**config.mk**
```make
export PLATFORM = sky130hd
export DESIGN_NAME = melody_string_tone_sequencer
export DESIGN_NICKNAME = d
export VERILOG_FILES = /design/src/mst_pkg.sv /design/src/mst_ctrl.sv /design/src/mst_dp.sv /design/src/melody_string_tone_sequencer.sv
export SDC_FILE = /design/constraint.sdc
export NUM_CORES = 1
export LEC_CHECK = 0
export ABC_AREA = 0
export BUFFER_PORTS_ARGS = -buffer_cell sky130_fd_sc_hd__buf_2
export CAP_MARGIN = 20
export CORE_UTILIZATION = 55
export DETAILED_ROUTE_END_ITERATION = 7
export HOLD_SLACK_MARGIN = 0.02
export MAX_ROUTING_LAYER = met4
export PLACE_DENSITY = 0.68
export SLEW_MARGIN = 0
export SYNTH_ARGS = -nofsm -noshare
export SYNTH_HDL_FRONTEND = slang
export SYNTH_SLANG_ARGS = --single-unit
export TNS_END_PERCENT = 30
```
**constraint.sdc**
```tcl
create_clock -name clk -period 25.5 [get_ports clk]
set_clock_uncertainty 0.1 [all_clocks]
set_input_delay 1.275 -clock clk [delete_from_list [all_inputs] [get_ports clk]]
set_output_delay 1.275 -clock clk [all_outputs]
set_load 0.02 [all_outputs]
```
**src/mst_pkg.sv**
```systemverilog
package mst_pkg;

    // default number of octave rows in the tone table
    localparam int MST_OCTAVE_ROWS = 7;

    localparam int MST_CHAR_W  = 8;
    localparam int MST_FREQ_W  = 11;
    localparam int MST_DUR_W   = 16;
    localparam int MST_TEMPO_W = 10;
    localparam int MST_LEN_W   = 7;
    localparam int MST_DV_W    = 10;
    localparam int MST_CNT_W   = 2;
    // tempo times (length + 1), at most 1023 * 128
    localparam int MST_PROD_W  = 17;

    // quotient bits of the duration division, one per divider step
    localparam int MST_QUO_W  = 16;
    localparam int MST_STEP_W = $clog2(MST_QUO_W);

    localparam logic [MST_QUO_W-1:0] MST_DIVIDEND = 16'd60000;

    localparam logic [MST_TEMPO_W-1:0] MST_TEMPO_RST  = 10'd110;
    localparam logic [MST_LEN_W-1:0]   MST_LENGTH_RST = 7'd4;
    localparam int                     MST_OCTAVE_RST = 2;

    // controller to datapath
    typedef struct packed {
        logic accept;
        logic div_load;
        logic div_step;
        logic out_load;
    } mst_cmd_t;

    // datapath to controller
    typedef struct packed {
        logic note_fire;
    } mst_status_t;

    // tone table, truncated to whole hertz; empty rows give 0
    function automatic logic [MST_FREQ_W-1:0] mst_tone_hz(
        input logic [2:0] octave,
        input logic [2:0] note
    );
        logic [MST_FREQ_W-1:0] hz;
        hz = '0;
        case (octave)
            3'd1:
            begin
                case (note)
                    3'd0: hz = 11'd130;
                    3'd1: hz = 11'd146;
                    3'd2: hz = 11'd164;
                    3'd3: hz = 11'd174;
                    3'd4: hz = 11'd196;
                    3'd5: hz = 11'd220;
                    3'd6: hz = 11'd246;
                    default: hz = 11'd130;
                endcase
            end
            3'd2:
            begin
                case (note)
                    3'd0: hz = 11'd261;
                    3'd1: hz = 11'd293;
                    3'd2: hz = 11'd329;
                    3'd3: hz = 11'd349;
                    3'd4: hz = 11'd392;
                    3'd5: hz = 11'd440;
                    3'd6: hz = 11'd493;
                    default: hz = 11'd261;
                endcase
            end
            3'd3:
            begin
                case (note)
                    3'd0: hz = 11'd523;
                    3'd1: hz = 11'd587;
                    3'd2: hz = 11'd659;
                    3'd3: hz = 11'd698;
                    3'd4: hz = 11'd783;
                    3'd5: hz = 11'd880;
                    3'd6: hz = 11'd987;
                    default: hz = 11'd523;
                endcase
            end
            3'd4:
            begin
                case (note)
                    3'd0: hz = 11'd1046;
                    3'd1: hz = 11'd1174;
                    3'd2: hz = 11'd1318;
                    3'd3: hz = 11'd1396;
                    3'd4: hz = 11'd1568;
                    3'd5: hz = 11'd1760;
                    3'd6: hz = 11'd1975;
                    default: hz = 11'd1046;
                endcase
            end
            default: hz = '0;
        endcase
        return hz;
    endfunction

endpackage

```
**src/mst_ctrl.sv**
```systemverilog
module mst_ctrl
    import mst_pkg::*;
(
    input  logic        clk,
    input  logic        rst_n,
    input  logic        in_valid,
    output logic        in_stall,
    output logic        out_valid,
    input  logic        out_stall,
    input  mst_status_t status,
    output mst_cmd_t    cmd
);

    localparam logic [1:0] ST_IDLE = 2'd0;
    localparam logic [1:0] ST_DIV  = 2'd1;
    localparam logic [1:0] ST_DONE = 2'd2;

    localparam logic [MST_STEP_W-1:0] STEP_LAST = MST_STEP_W'(MST_QUO_W - 1);

    logic [1:0]            state_reg, state_next;
    logic [MST_STEP_W-1:0] step_reg, step_next;
    logic                  out_valid_reg, out_valid_next;

    assign in_stall  = (state_reg != ST_IDLE);
    assign out_valid = out_valid_reg;

    always_comb
    begin
        state_next   = state_reg;
        step_next    = step_reg;
        cmd.accept   = 1'b0;
        cmd.div_load = 1'b0;
        cmd.div_step = 1'b0;
        cmd.out_load = 1'b0;
        case (state_reg)
            ST_IDLE:
            begin
                cmd.accept = in_valid;
                if (in_valid && status.note_fire)
                begin
                    cmd.div_load = 1'b1;
                    step_next    = '0;
                    state_next   = ST_DIV;
                end
            end
            ST_DIV:
            begin
                cmd.div_step = 1'b1;
                if (step_reg == STEP_LAST)
                begin
                    state_next = ST_DONE;
                end
                else
                begin
                    step_next = step_reg + 1'b1;
                end
            end
            ST_DONE:
            begin
                // output register free or emptied this cycle
                if (!out_valid_reg || !out_stall)
                begin
                    cmd.out_load = 1'b1;
                    state_next   = ST_IDLE;
                end
            end
            default:
            begin
                state_next = ST_IDLE;
            end
        endcase
    end

    always_comb
    begin
        out_valid_next = out_valid_reg;
        if (cmd.out_load)
        begin
            out_valid_next = 1'b1;
        end
        else if (out_valid_reg && !out_stall)
        begin
            out_valid_next = 1'b0;
        end
    end

    always_ff @(posedge clk or negedge rst_n)
    begin
        if (!rst_n)
        begin
            state_reg     <= ST_IDLE;
            step_reg      <= '0;
            out_valid_reg <= 1'b0;
        end
        else
        begin
            state_reg     <= state_next;
            step_reg      <= step_next;
            out_valid_reg <= out_valid_next;
        end
    end

endmodule

```
**src/mst_dp.sv**
```systemverilog
module mst_dp
    import mst_pkg::*;
#(
    parameter int OCTAVE_ROWS = MST_OCTAVE_ROWS
)
(
    input  logic                  clk,
    input  logic                  rst_n,
    input  logic [MST_CHAR_W-1:0] char_code,
    input  mst_cmd_t              cmd,
    output mst_status_t           status,
    output logic [MST_FREQ_W-1:0] frequency_hz,
    output logic [MST_DUR_W-1:0]  duration_ms,
    output logic                  is_rest
);

    // octave register holds at least the reset octave
    localparam int OCT_W = ($clog2(OCTAVE_ROWS) > 2) ? $clog2(OCTAVE_ROWS) : 2;
    localparam logic [OCT_W-1:0]    OCT_MAX    = OCT_W'(OCTAVE_ROWS - 1);
    localparam logic [MST_DV_W-1:0] OCT_MAX_DV = MST_DV_W'(OCTAVE_ROWS - 1);

    localparam logic [2:0] KIND_NONE   = 3'd0;
    localparam logic [2:0] KIND_TEMPO  = 3'd1;
    localparam logic [2:0] KIND_OCTAVE = 3'd2;
    localparam logic [2:0] KIND_LENGTH = 3'd3;
    localparam logic [2:0] KIND_NOTE   = 3'd4;

    localparam logic [7:0] CH_UP   = 8'h3E;
    localparam logic [7:0] CH_DOWN = 8'h3C;
    localparam logic [7:0] CH_REST = 8'h2E;
    localparam logic [7:0] CH_0    = 8'h30;
    localparam logic [7:0] CH_9    = 8'h39;
    localparam logic [7:0] CH_LO_A = 8'h61;
    localparam logic [7:0] CH_LO_Z = 8'h7A;
    localparam logic [7:0] CH_A    = 8'h41;
    localparam logic [7:0] CH_B    = 8'h42;
    localparam logic [7:0] CH_C    = 8'h43;
    localparam logic [7:0] CH_D    = 8'h44;
    localparam logic [7:0] CH_E    = 8'h45;
    localparam logic [7:0] CH_F    = 8'h46;
    localparam logic [7:0] CH_G    = 8'h47;
    localparam logic [7:0] CH_L    = 8'h4C;
    localparam logic [7:0] CH_O    = 8'h4F;
    localparam logic [7:0] CH_T    = 8'h54;

    localparam logic [2:0] NOTE_C = 3'd0;
    localparam logic [2:0] NOTE_D = 3'd1;
    localparam logic [2:0] NOTE_E = 3'd2;
    localparam logic [2:0] NOTE_F = 3'd3;
    localparam logic [2:0] NOTE_G = 3'd4;
    localparam logic [2:0] NOTE_A = 3'd5;
    localparam logic [2:0] NOTE_B = 3'd6;

    // melody state
    logic [OCT_W-1:0]       oct_reg, oct_next;
    logic [MST_TEMPO_W-1:0] tempo_reg, tempo_next;
    logic [MST_LEN_W-1:0]   len_reg, len_next;
    logic [2:0]             kind_reg, kind_next;
    logic [2:0]             note_reg, note_next;
    logic                   rest_reg, rest_next;
    logic [MST_DV_W-1:0]    dv_reg, dv_next;
    logic [MST_CNT_W-1:0]   cnt_reg, cnt_next;

    // note held while dividing
    logic [MST_FREQ_W-1:0]  freq_hold_reg;
    logic                   rest_hold_reg;
    logic [MST_PROD_W-1:0]  den_reg;
    logic [MST_PROD_W-1:0]  rem_reg;
    logic [MST_QUO_W-1:0]   quo_reg;

    // output word
    logic [MST_FREQ_W-1:0]  freq_out_reg;
    logic [MST_DUR_W-1:0]   dur_out_reg;
    logic                   rest_out_reg;

    logic [7:0]             up_char;
    logic                   is_digit;
    logic                   pending;
    logic [3:0]             digit;
    logic [MST_DV_W+3:0]    dv_wide;
    logic [MST_DV_W-1:0]    dv_inc;
    logic [MST_CNT_W-1:0]   cnt_inc;
    logic [MST_CNT_W-1:0]   cnt_limit;
    logic                   finish;
    logic                   dispatch;
    logic [MST_DV_W-1:0]    fin_dv;
    logic [MST_CNT_W-1:0]   fin_cnt;
    logic [MST_LEN_W-1:0]   note_len;
    logic [MST_TEMPO_W-1:0] tempo_eff;
    logic [MST_PROD_W-1:0]  prod;
    logic [MST_PROD_W:0]    rem_shift;
    logic                   rem_ge;

    assign up_char  = (char_code >= CH_LO_A && char_code <= CH_LO_Z)
                      ? (char_code - 8'd32) : char_code;
    assign is_digit = (up_char >= CH_0) && (up_char <= CH_9);
    assign pending  = (kind_reg != KIND_NONE);
    assign digit    = 4'(up_char - CH_0);

    // value * 10 + digit as two shifts and two adds
    assign dv_wide   = ({4'b0, dv_reg} << 3) + ({4'b0, dv_reg} << 1)
                       + {{MST_DV_W{1'b0}}, digit};
    assign dv_inc    = dv_wide[MST_DV_W-1:0];
    assign cnt_inc   = cnt_reg + 1'b1;
    assign cnt_limit = (kind_reg == KIND_TEMPO) ? 2'd3 : 2'd2;

    always_comb
    begin
        oct_next   = oct_reg;
        tempo_next = tempo_reg;
        len_next   = len_reg;
        kind_next  = kind_reg;
        note_next  = note_reg;
        rest_next  = rest_reg;
        dv_next    = dv_reg;
        cnt_next   = cnt_reg;
        finish     = 1'b0;
        dispatch   = 1'b0;
        fin_dv     = dv_reg;
        fin_cnt    = cnt_reg;

        if (pending && is_digit)
        begin
            dv_next  = dv_inc;
            cnt_next = cnt_inc;
            if (cnt_inc >= cnt_limit)
            begin
                finish  = 1'b1;
                fin_dv  = dv_inc;
                fin_cnt = cnt_inc;
            end
        end
        else
        begin
            finish   = pending;
            dispatch = 1'b1;
        end

        // complete the pending command
        if (finish)
        begin
            kind_next = KIND_NONE;
            dv_next   = '0;
            cnt_next  = '0;
            case (kind_reg)
                KIND_TEMPO:
                begin
                    if (fin_cnt != '0)
                    begin
                        tempo_next = fin_dv;
                    end
                end
                KIND_OCTAVE:
                begin
                    if (fin_cnt != '0)
                    begin
                        oct_next = (fin_dv > OCT_MAX_DV) ? OCT_MAX : fin_dv[OCT_W-1:0];
                    end
                end
                KIND_LENGTH:
                begin
                    if (fin_cnt != '0)
                    begin
                        len_next = fin_dv[MST_LEN_W-1:0];
                    end
                end
                default:
                begin
                end
            endcase
        end

        // then the character as a new command
        if (dispatch)
        begin
            case (up_char)
                CH_UP:
                begin
                    if (oct_next < OCT_MAX)
                    begin
                        oct_next = oct_next + 1'b1;
                    end
                end
                CH_DOWN:
                begin
                    if (oct_next != '0)
                    begin
                        oct_next = oct_next - 1'b1;
                    end
                end
                CH_T: kind_next = KIND_TEMPO;
                CH_O: kind_next = KIND_OCTAVE;
                CH_L: kind_next = KIND_LENGTH;
                CH_REST:
                begin
                    kind_next = KIND_NOTE;
                    note_next = NOTE_C;
                    rest_next = 1'b1;
                end
                CH_C, CH_D, CH_E, CH_F, CH_G, CH_A, CH_B:
                begin
                    kind_next = KIND_NOTE;
                    rest_next = 1'b0;
                    case (up_char)
                        CH_C: note_next = NOTE_C;
                        CH_D: note_next = NOTE_D;
                        CH_E: note_next = NOTE_E;
                        CH_F: note_next = NOTE_F;
                        CH_G: note_next = NOTE_G;
                        CH_A: note_next = NOTE_A;
                        default: note_next = NOTE_B;
                    endcase
                end
                default:
                begin
                end
            endcase
        end
    end

    assign status.note_fire = finish && (kind_reg == KIND_NOTE);

    // divisor for the note being completed
    assign note_len  = (fin_dv != '0) ? fin_dv[MST_LEN_W-1:0] : len_reg;
    assign tempo_eff = (tempo_reg != '0) ? tempo_reg : MST_TEMPO_W'(1);
    assign prod      = MST_PROD_W'(tempo_eff) * (MST_PROD_W'(note_len) + 1'b1);

    // restoring division, one quotient bit per step
    assign rem_shift = {rem_reg, quo_reg[MST_QUO_W-1]};
    assign rem_ge    = (rem_shift >= {1'b0, den_reg});

    always_ff @(posedge clk or negedge rst_n)
    begin
        if (!rst_n)
        begin
            oct_reg   <= OCT_W'(MST_OCTAVE_RST);
            tempo_reg <= MST_TEMPO_RST;
            len_reg   <= MST_LENGTH_RST;
            kind_reg  <= KIND_NONE;
            note_reg  <= NOTE_C;
            rest_reg  <= 1'b0;
            dv_reg    <= '0;
            cnt_reg   <= '0;
        end
        else if (cmd.accept)
        begin
            oct_reg   <= oct_next;
            tempo_reg <= tempo_next;
            len_reg   <= len_next;
            kind_reg  <= kind_next;
            note_reg  <= note_next;
            rest_reg  <= rest_next;
            dv_reg    <= dv_next;
            cnt_reg   <= cnt_next;
        end
    end

    always_ff @(posedge clk)
    begin
        if (cmd.div_load)
        begin
            freq_hold_reg <= rest_reg ? '0 : mst_tone_hz(3'(oct_reg), note_reg);
            rest_hold_reg <= rest_reg;
            den_reg       <= prod;
            rem_reg       <= '0;
            quo_reg       <= MST_DIVIDEND;
        end
        else if (cmd.div_step)
        begin
            rem_reg <= rem_ge ? MST_PROD_W'(rem_shift - {1'b0, den_reg})
                              : rem_shift[MST_PROD_W-1:0];
            quo_reg <= {quo_reg[MST_QUO_W-2:0], rem_ge};
        end
    end

    always_ff @(posedge clk)
    begin
        if (cmd.out_load)
        begin
            freq_out_reg <= freq_hold_reg;
            dur_out_reg  <= (quo_reg == '0) ? MST_DUR_W'(1) : quo_reg;
            rest_out_reg <= rest_hold_reg;
        end
    end

    assign frequency_hz = freq_out_reg;
    assign duration_ms  = dur_out_reg;
    assign is_rest      = rest_out_reg;

endmodule

```
**src/melody_string_tone_sequencer.sv**
```systemverilog
// melody string tone sequencer: takes a melody string one character word at a
// time (lower case folded to upper) and gives one tone word for each note or
// rest it completes; '>' '<' step the octave, T O L set tempo, octave and
// default length, C D E F G A B play a note and '.' a rest, each optionally
// followed by digits, and a 0 character closes whatever command is open;
// a character that completes nothing is taken without holding the input, a
// character that completes a note holds the input while the block takes the
// word and forms tempo * (length + 1), runs the bit-per-cycle restoring
// divider that yields 60000 / (tempo * (length + 1)), and loads the output
// register, waiting as well while out_stall still holds the output register;
// a finished tone word waits in the output register while further characters
// that complete nothing keep being taken
module melody_string_tone_sequencer
    import mst_pkg::*;
#(
    // rows of the octave range, octave saturates at OCTAVE_ROWS - 1
    parameter int OCTAVE_ROWS = MST_OCTAVE_ROWS
)
(
    input  logic                  clk,
    input  logic                  rst_n,
    // character input channel
    input  logic                  in_valid,
    output logic                  in_stall,
    input  logic [MST_CHAR_W-1:0] char_code,
    // tone output channel
    output logic                  out_valid,
    input  logic                  out_stall,
    output logic [MST_FREQ_W-1:0] frequency_hz,
    output logic [MST_DUR_W-1:0]  duration_ms,
    output logic                  is_rest
);

    mst_cmd_t    cmd;
    mst_status_t status;

    // sequencing: handshakes, divider step count, output valid
    mst_ctrl u_ctrl (
        .clk       (clk),
        .rst_n     (rst_n),
        .in_valid  (in_valid),
        .in_stall  (in_stall),
        .out_valid (out_valid),
        .out_stall (out_stall),
        .status    (status),
        .cmd       (cmd)
    );

    // melody state, character decode, tone table, divider, output word
    mst_dp #(
        .OCTAVE_ROWS (OCTAVE_ROWS)
    ) u_dp (
        .clk          (clk),
        .rst_n        (rst_n),
        .char_code    (char_code),
        .cmd          (cmd),
        .status       (status),
        .frequency_hz (frequency_hz),
        .duration_ms  (duration_ms),
        .is_rest      (is_rest)
    );

endmodule

```
==> metrics.csv, run 1 <==
metric;value;unit
status;finished, final reports clean;
Leak;5.04;nW
Worst R2R Setup Slack;16.47;ns
PD cells;74.4;nW/um2
predominant post-synthesis flop cell;edfxtp_1;
gr busiest metal;met2;
commonest non-fill, non-tap cell in the layout;nand2_1;
Filler cells;1612;
DIE AREA;19600;um2
Nets;1290;
GRT overflow;0;
final setup fails;0;
post-synthesis sequential area ratio;33.8;%
share of layout cells above drive strength 1;10.7;%
Diodes inserted;0;
drt total wl;21200;um
M3 GR Usage;3.34;%
worst-case clock buffer depth;2;
chip width;140;um
PnR worst setup slack;15.89;ns
Placed Cells incl. Taps;1365;
FF+latch count, synth;136;
first-pass GRT wire length;36900;um
setup TNS;0;ns
largest net degree at the start of global routing;47;
worst setup path start;char_code[3];
Num Clock Sinks;136;
FP Rows;50;
Hold Buf Count CTS;0;
Core Region;18600;um2
worst r2r dst;u_dp.den_reg[15]$_DFFE_PP_;
Reg-to-Reg Start;u_dp.dv_reg[0]$_DFFE_PN0P_;
Worst path slowest cell;fa_1;
CP most frequent cell;fa_1;
Setup Crit Path Kind;input port to register;
mapped cell area;10500;um2
worst-margin pin slew;0.994;ns
port bufs;41;
ANT nets after route;0;
worst hold path type;register to register;
Post-DP HPWL;15500;um
DP Worst Slack;15.50;ns
yosys synthesis warning count;0;
vias in the first global route;7443;
area delta synth->final;8.36;%
critical path capture point;u_dp.den_reg[15]$_DFFE_PP_;
clock latency on the worst-skew pair;0.42;ns
post-cts repair resize count;0;
R2R cell count;32;
Die H;140;um
root cell of the clock tree;clkbuf_16;
Req. time, crit path;25.56;ns
CP Launch Type;input port;
CP peak stage delay;0.58;ns
total track usage;24.1;%
most frequent cells in the layout;nand2_1, inv_1, ha_1, nor2_1, o21ai_0;
I/O pins;42;
Rel. slew slack;33.5;%
post-CTS setup repair buffer count;0;
CTS tree;built;
M1 GR Usage;32.7;%
via count;7882;
Mapped Nets;1287;
final cell count without fillers;1398;
Post-Synthesis Cells;1148;
H-tree level count;4;
number of flops mapped to enable cells by yosys;57;
DR iter-0 viols;602;
min cycle time layout;9.61;ns
final worst path period share;37.7;%
DR vias/cell;5.64;
Slew Limit Fails;0;
DR pass1 iterations;6;
DR WL/cell;15.2;um
met2 usage;38.0;%
synthesized area per cell;9.10;um2
Max FO, Critical Path;11;
Starting Density;56.1;%
Reg clk slew, reported paths;0.06;ns
# DRC;0;
final RePlAce weighted congestion;0.879;
Distinct cells, synth;93;
Async S/R FF share, synth;33.8;%
total power;843;uW
max frequency;104;MHz
final hold violations;0;
crit path DAT;9.67;ns
RSZ-0062 raised after global routing;false;
TritonCTS Buffers;17;
CP Capture Type;register;
Max rail drop VDD;0.0477;mV
max-cap viol count;0;
initial antenna violation count;0;
cells in the mapped netlist, drive strengths merged, types with 8 or more instances:
cell,n,area share (%)
inv,118,4.2
o21ai,74,3.7
fa,50,9.6
clkbuf,51,1.8
nor4,12,0.72
nor3b,8,0.78
and2,49,2.9
a21oi,51,2.4
nor2b,24,1.4
nand2,138,5.0
nand2b,18,1.2
xnor2,34,2.8
nand3,27,1.3
a31oi,16,0.96
and3,8,0.48
nor3,24,1.3
nor2,70,2.6
dfrtp,39,9.3
dfxtp,33,6.3
buf,10,0.49
edfxtp,57,16
o21a,11,0.79
ha,77,9.2
mux2i,10,0.96
routing by layer:
metal  share of wire, %  wire length [um]
met1                 48             10200
met2                 48             10200
met3                3.0               632
met4               0.72               152
met5                  0                 0
cell families after synthesis:
family / synth area share, %
compound gates: 15.7
xor+xnor: 3.51
fa+ha+maj: 18.8
buf+inv: 6.56
flops: 33.8
mux: 1.78
simple gates: 19.8
cell type report:
cell class	instances	area, um2	share of cell area [%]
Multi-Input combinational cell	833	6240	55.1
Sequential cell	136	3530	31.2
Inverter	118	443	3.91
Clock buffer	17	425	3.76
Tap cell	234	293	2.59
Timing Repair Buffer	45	248	2.19
Clock inverter	15	144	1.27
power breakdown:
| part | internal (mW) | switching, mW | total (mW) | leakage [nW] |
|---|---|---|---|---|
| clock | 0.136 | 0.103 | 0.239 | 0.284 |
| sequential | 0.267 | 0.0431 | 0.310 | 1.40 |
| combinational | 0.123 | 0.171 | 0.294 | 3.35 |
critical path, delay by kind of cell:
family | cells | cell delay [ns]
adders and majority gates | 8 | 3.42
xor gates and xnor gates | 1 | 0.13
buffers and inverters | 4 | 0.42
AOI/OAI and AO/OA | 14 | 3.33
and+or+nand+nor | 6 | 1.05
how the worst min path moves through the flow:
| stage | from | end | cells after the start |
|---|---|---|---|
| 3_5_place_dp | u_dp.freq_hold_reg[6]$_SDFFCE_PP0P_ | u_dp.frequency_hz[6]$_DFFE_PP_ | 0 |
| 5_1_grt | u_dp.freq_hold_reg[7]$_SDFFCE_PP0P_ | u_dp.frequency_hz[7]$_DFFE_PP_ | 0 |
| 2_1_floorplan | u_dp.freq_hold_reg[0]$_SDFFCE_PP0P_ | u_dp.frequency_hz[0]$_DFFE_PP_ | 0 |
| 6_report | u_dp.freq_hold_reg[1]$_SDFFCE_PP0P_ | u_dp.frequency_hz[1]$_DFFE_PP_ | 0 |
| 4_1_cts | u_dp.freq_hold_reg[6]$_SDFFCE_PP0P_ | u_dp.frequency_hz[6]$_DFFE_PP_ | 0 |
| 3_3_place_gp | u_dp.freq_hold_reg[2]$_SDFFCE_PP0P_ | u_dp.frequency_hz[2]$_DFFE_PP_ | 0 |
per-stage QoR:
step	hold slack, ns	util [%]	area [um2]
after global placement	0.301	57.6	10700
after floorplan	0.300	-	10500
final	0.320	60.7	11300
after global routing	0.336	60.7	11300
after detailed placement	0.306	57.6	10700
after CTS	0.322	60.6	11300
Power figures use the tool's default switching activity.
==> run 2: changes to the inputs <==
==> constraint.sdc (replaced) <==
create_clock -name clk -period 9.42 [get_ports clk]
set_clock_uncertainty 0.1 [all_clocks]
set_input_delay 0.471 -clock clk [delete_from_list [all_inputs] [get_ports clk]]
set_output_delay 0.471 -clock clk [all_outputs]
set_load 0.02 [all_outputs]
==> run 2 against run 1 <==
Net effect: worst hold slack got worse by 0.29 ns; first-iteration DRC count grew 0.66%; cell count is essentially flat.
==> metrics.csv, run 2 (synthesis gave the netlist of run 1 again) <==
metric;value;unit
final core occ;60.8;%
vias in the first global route;7485;
CP Launch Type;register;
post-CTS setup repair buffer count;0;
switching part of the total power;37.9;%
final RePlAce weighted congestion;0.887;
CP peak stage delay;0.57;ns
final worst path period share;93.3;%
Nets;1291;
worst-margin pin slew;0.951;ns
crit path DAT;8.85;ns
chip width;140;um
Setup Crit Path Kind;register to register;
RSZ-0062 raised after global routing;false;
GRT overflow;0;
commonest non-fill, non-tap cell in the layout;nand2_1;
max frequency;114;MHz
final cell count without fillers;1399;
Comb pwr share;34.8;%
Die H;140;um
CP Capture Type;register;
TritonCTS Buffers;17;
Diodes inserted;0;
Hold Buf Count CTS;0;
DP Worst Slack;0.516;ns
Slew Limit Fails;0;
Max FO, Critical Path;10;
DR vias/cell;5.68;
drt total wl;21300;um
Leak;5.04;nW
post-cts repair resize count;0;
PD cells;203;nW/um2
most frequent cells in the layout;nand2_1, inv_1, ha_1, nor2_1, o21ai_0;
Rel. slew slack;36.4;%
min cycle time layout;8.79;ns
total power;2.30;mW
Seq pwr share;36.5;%
worst hold path type;input port to asynchronous set/reset pin;
# DRC;0;
Num Clock Sinks;136;
share of layout cells above drive strength 1;10.7;%
Reg clk slew, reported paths;0.06;ns
area delta synth->final;8.49;%
worst-case clock buffer depth;2;
status;finished, final reports clean;
DIE AREA;19600;um2
max-cap viol count;0;
DR pass1 iterations;5;
root cell of the clock tree;clkbuf_16;
CTS tree;built;
Placed Cells incl. Taps;1367;
I/O pins;42;
FP Rows;50;
PnR worst setup slack;0.631;ns
clock latency on the worst-skew pair;0.43;ns
setup TNS;0;ns
via count;7946;
Internal;1.43;mW
total track usage;24.2;%
port bufs;41;
Max rail drop VDD;0.139;mV
first-pass GRT wire length;37100;um
DR iter-0 viols;606;
Net Switching;871;uW
Post-DP HPWL;15400;um
Starting Density;56.1;%
Worst path slowest cell;fa_1;
ANT nets after route;0;
largest net degree at the start of global routing;47;
final setup fails;0;
Core Region;18600;um2
DR WL/cell;15.2;um
H-tree level count;4;
Req. time, crit path;9.48;ns
initial antenna violation count;0;
power share of the clock group;28.7;%
final hold violations;0;
## run 2: changes by cell type in the layout (fill, tap and decap cells not counted), sizes merged
cell and delta:
buf +1, clkinv -3, clkinvlp +2, inv +1
## run 2: layer usage
layer / track usage (%) / wire length [um]
met5: - / 0
met4: 7.40 / 197
met3: 2.92 / 646
met2: 37.7 / 10100
met1: 33.2 / 10400
## run 2: path summary, 6_finish.rpt
kind / from / endpoint / slack [ns] / cells after the start
max: u_dp.dv_reg[0]$_DFFE_PN0P_ / u_dp.den_reg[15]$_DFFE_PP_ / 0.63 / 34
max reg2reg: u_dp.dv_reg[0]$_DFFE_PN0P_ / u_dp.den_reg[15]$_DFFE_PP_ / 0.63 / 34
min reg2reg: u_dp.freq_hold_reg[2]$_SDFFCE_PP0P_ / u_dp.frequency_hz[2]$_DFFE_PP_ / 0.32 / 0
min in group clk: out_stall / u_ctrl.out_valid$_DFFE_PN0P_ / 0.21 / 3
max in group asynchronous: rst_n / u_dp.kind_reg[2]$_DFFE_PN0P_ / 8.76 / 2
min: rst_n / u_dp.dv_reg[3]$_DFFE_PN0P_ / 0.03 / 2
## run 2: critical path: cells and delay by family, from the launching register on
kind | cells | cell delay, ns
flops | 1 | 0.45
fa+ha+maj | 8 | 3.67
buf+inv | 7 | 0.51
compound gates | 13 | 2.71
xor+xnor | 1 | 0.10
simple gates | 5 | 0.97
## run 2: cell type report
class,count,area (um2)
Fill cell,1623,7310
Multi-Input combinational cell,833,6240
Sequential cell,136,3530
Inverter,118,443
Clock buffer,17,425
Tap cell,234,293
Timing Repair Buffer,46,243
Clock inverter,15,163
## run 2: metrics by stage
stage / hold WS (ns) / area, um2
after floorplan: 0.0754 / 10500
after global placement: 0.301 / 10700
after detailed placement: 0.306 / 10700
after CTS: 0.0480 / 11300
after global routing: 0.0768 / 11300
final: 0.0284 / 11300
## run 2: power by group through the flow
stage	combinational, mW	clock [mW]	sequential (mW)
detailed placement	0.794	0	0.847
finish	0.799	0.661	0.839
floorplan	0.687	0	0.794
CTS	0.801	0.674	0.837
global route	0.907	0.696	0.856
global placement	0.781	0	0.848
==> run 3: changes to the inputs <==
--- a/config.mk
+++ b/config.mk
@@ -13,6 +13,7 @@
 export HOLD_SLACK_MARGIN = 0.02
 export MAX_ROUTING_LAYER = met4
 export PLACE_DENSITY = 0.68
+export REMOVE_ABC_BUFFERS = 1
 export SLEW_MARGIN = 0
 export SYNTH_ARGS = -nofsm -noshare
 export SYNTH_HDL_FRONTEND = slang
==> run 3 against run 2 <==
Net effect: core utilization about the same; sequential power about the same; maximum frequency increased by 0.46%; final area about the same; clock-buffer cell count unchanged; critical path type unchanged; critical endpoint unchanged; largest power group unchanged.
==> metrics.csv, run 3 (synthesis gave the netlist of run 1 again) <==
metric;value;unit
vias in the first global route;7611;
final setup fails;0;
Rel. slew slack;35.4;%
Placed Cells incl. Taps;1366;
via count;8014;
Diodes inserted;0;
Req. time, crit path;9.49;ns
final cell count without fillers;1400;
TritonCTS Buffers;17;
worst-margin pin slew;0.966;ns
FP Rows;50;
initial antenna violation count;0;
GRT overflow;0;
Net Switching;872;uW
total track usage;24.1;%
PnR worst setup slack;0.671;ns
Core Region;18600;um2
share of layout cells above drive strength 1;10.8;%
first-pass GRT wire length;36900;um
root cell of the clock tree;clkbuf_16;
final worst path period share;92.9;%
DIE AREA;19600;um2
multi-input logic area;6240;um2
max frequency;114;MHz
CTS tree;built;
Worst R2R Setup Slack;0.67;ns
drt total wl;21600;um
power share of the clock group;27.9;%
port bufs;41;
crit path DAT;8.82;ns
Post-DP HPWL;15500;um
ANT nets after route;0;
area delta synth->final;8.44;%
# DRC;0;
max-cap viol count;0;
CP delay by family, top;adder cells;
DR WL/cell;15.5;um
final hold violations;0;
Filler cells;1585;
Worst Path Buf+Inv;7;
I/O pins;42;
DP Worst Slack;0.468;ns
CP Launch Type;register;
DR iter-0 viols;558;
Leak;5.03;nW
Max rail drop VDD;0.126;mV
worst-case clock buffer depth;2;
final RePlAce weighted congestion;0.878;
total power;2.27;mW
commonest non-fill, non-tap cell in the layout;nand2_1;
Die H;140;um
CP peak stage delay;0.55;ns
register area;3530;um2
Seq pwr share;37.0;%
DR pass1 iterations;6;
RSZ-0062 raised after global routing;false;
Comb pwr share;35.1;%
worst hold path type;input port to register;
DR vias/cell;5.72;
Num Clock Sinks;136;
switching part of the total power;38.3;%
Setup Crit Path Kind;register to register;
largest net degree at the start of global routing;47;
status;finished, final reports clean;
CP Capture Type;register;
Reg clk slew, reported paths;0.07;ns
clock latency on the worst-skew pair;0.42;ns
chip width;140;um
Internal;1.40;mW
min cycle time layout;8.75;ns
Starting Density;56.1;%
Worst path slowest cell;fa_1;
H-tree level count;4;
Nets;1292;
Max FO, Critical Path;10;
most frequent cells in the layout;nand2_1, inv_1, ha_1, nor2_1, o21ai_0;
Slew Limit Fails;0;
setup TNS;0;ns
PD cells;201;nW/um2
-- run 3: cell count changes in the layout (fill, tap and decap cells not counted) --
cell,previous run,this run
buf_12,0,1
buf_4,5,4
bufinv_16,1,0
clkinv_1,1,0
clkinv_2,0,1
clkinv_8,1,0
dlygate4sd3_1,0,1
inv_6,2,4
-- run 3: power groups by stage --
stage          Sequential (mW)  Clock (mW)  Combinational [mW]
2_1_floorplan            0.817           0               0.627
3_3_place_gp             0.849           0               0.782
3_5_place_dp             0.848           0               0.796
4_1_cts                  0.838       0.650               0.797
5_1_grt                  0.857       0.674               0.908
6_report                 0.841       0.634               0.799
-- run 3: routing by layer --
| layer | track usage [%] | routed length [um] | vias to the layer above |
|---|---|---|---|
| met3 | 3.48 | 872 | 26 |
| met1 | 32.8 | 10300 | 3804 |
| met4 | 8.04 | 336 | 0 |
| met5 | - | 0 | - |
| li1 | - | - | 3985 |
| met2 | 36.8 | 10100 | 199 |
-- run 3: what timing repair did --
action	CTS	global route
hold buffers	0	1
resized for setup	0	0
endpoints found under the setup margin	0	0
endpoints found under the hold margin	0	2
buffers inserted	0	0
-- run 3: path summary, 6_finish.rpt --
| check | from | to | depth (start not counted) |
|---|---|---|---|
| max | u_dp.dv_reg[0]$_DFFE_PN0P_ | u_dp.den_reg[15]$_DFFE_PP_ | 34 |
| min | out_stall | u_ctrl.out_valid$_DFFE_PN0P_ | 3 |
| max reg2reg | u_dp.dv_reg[0]$_DFFE_PN0P_ | u_dp.den_reg[15]$_DFFE_PP_ | 34 |
| min reg2reg | u_dp.freq_hold_reg[9]$_SDFFCE_PP0P_ | u_dp.frequency_hz[9]$_DFFE_PP_ | 0 |
| max in group asynchronous | rst_n | u_dp.oct_reg[1]$_DFFE_PN1P_ | 3 |
| min in group asynchronous | rst_n | u_dp.tempo_reg[0]$_DFFE_PN0P_ | 2 |
-- run 3: metrics by stage --
step	util, %	hold WS, ns	cell area (um2)
2_1_floorplan	-	0.0754	10200
3_3_place_gp	57.6	0.301	10700
3_5_place_dp	57.6	0.305	10700
4_1_cts	60.6	0.177	11300
5_1_grt	60.8	0.233	11300
6_report	60.8	0.231	11300
-- run 3: final cells by class --
cell class	count	area share, %
Clock inverter	15	1.19
Inverter	118	3.91
Multi-Input combinational cell	833	55.1
Clock buffer	17	3.75
Timing Repair Buffer	47	2.34
Tap cell	234	2.58
Sequential cell	136	31.2
-- run 3: worst min-delay path, delay by kind of cell --
family,cells,cell delay [ns]
buffers and inverters,1,0.12
AND/OR/NAND/NOR,2,0.13
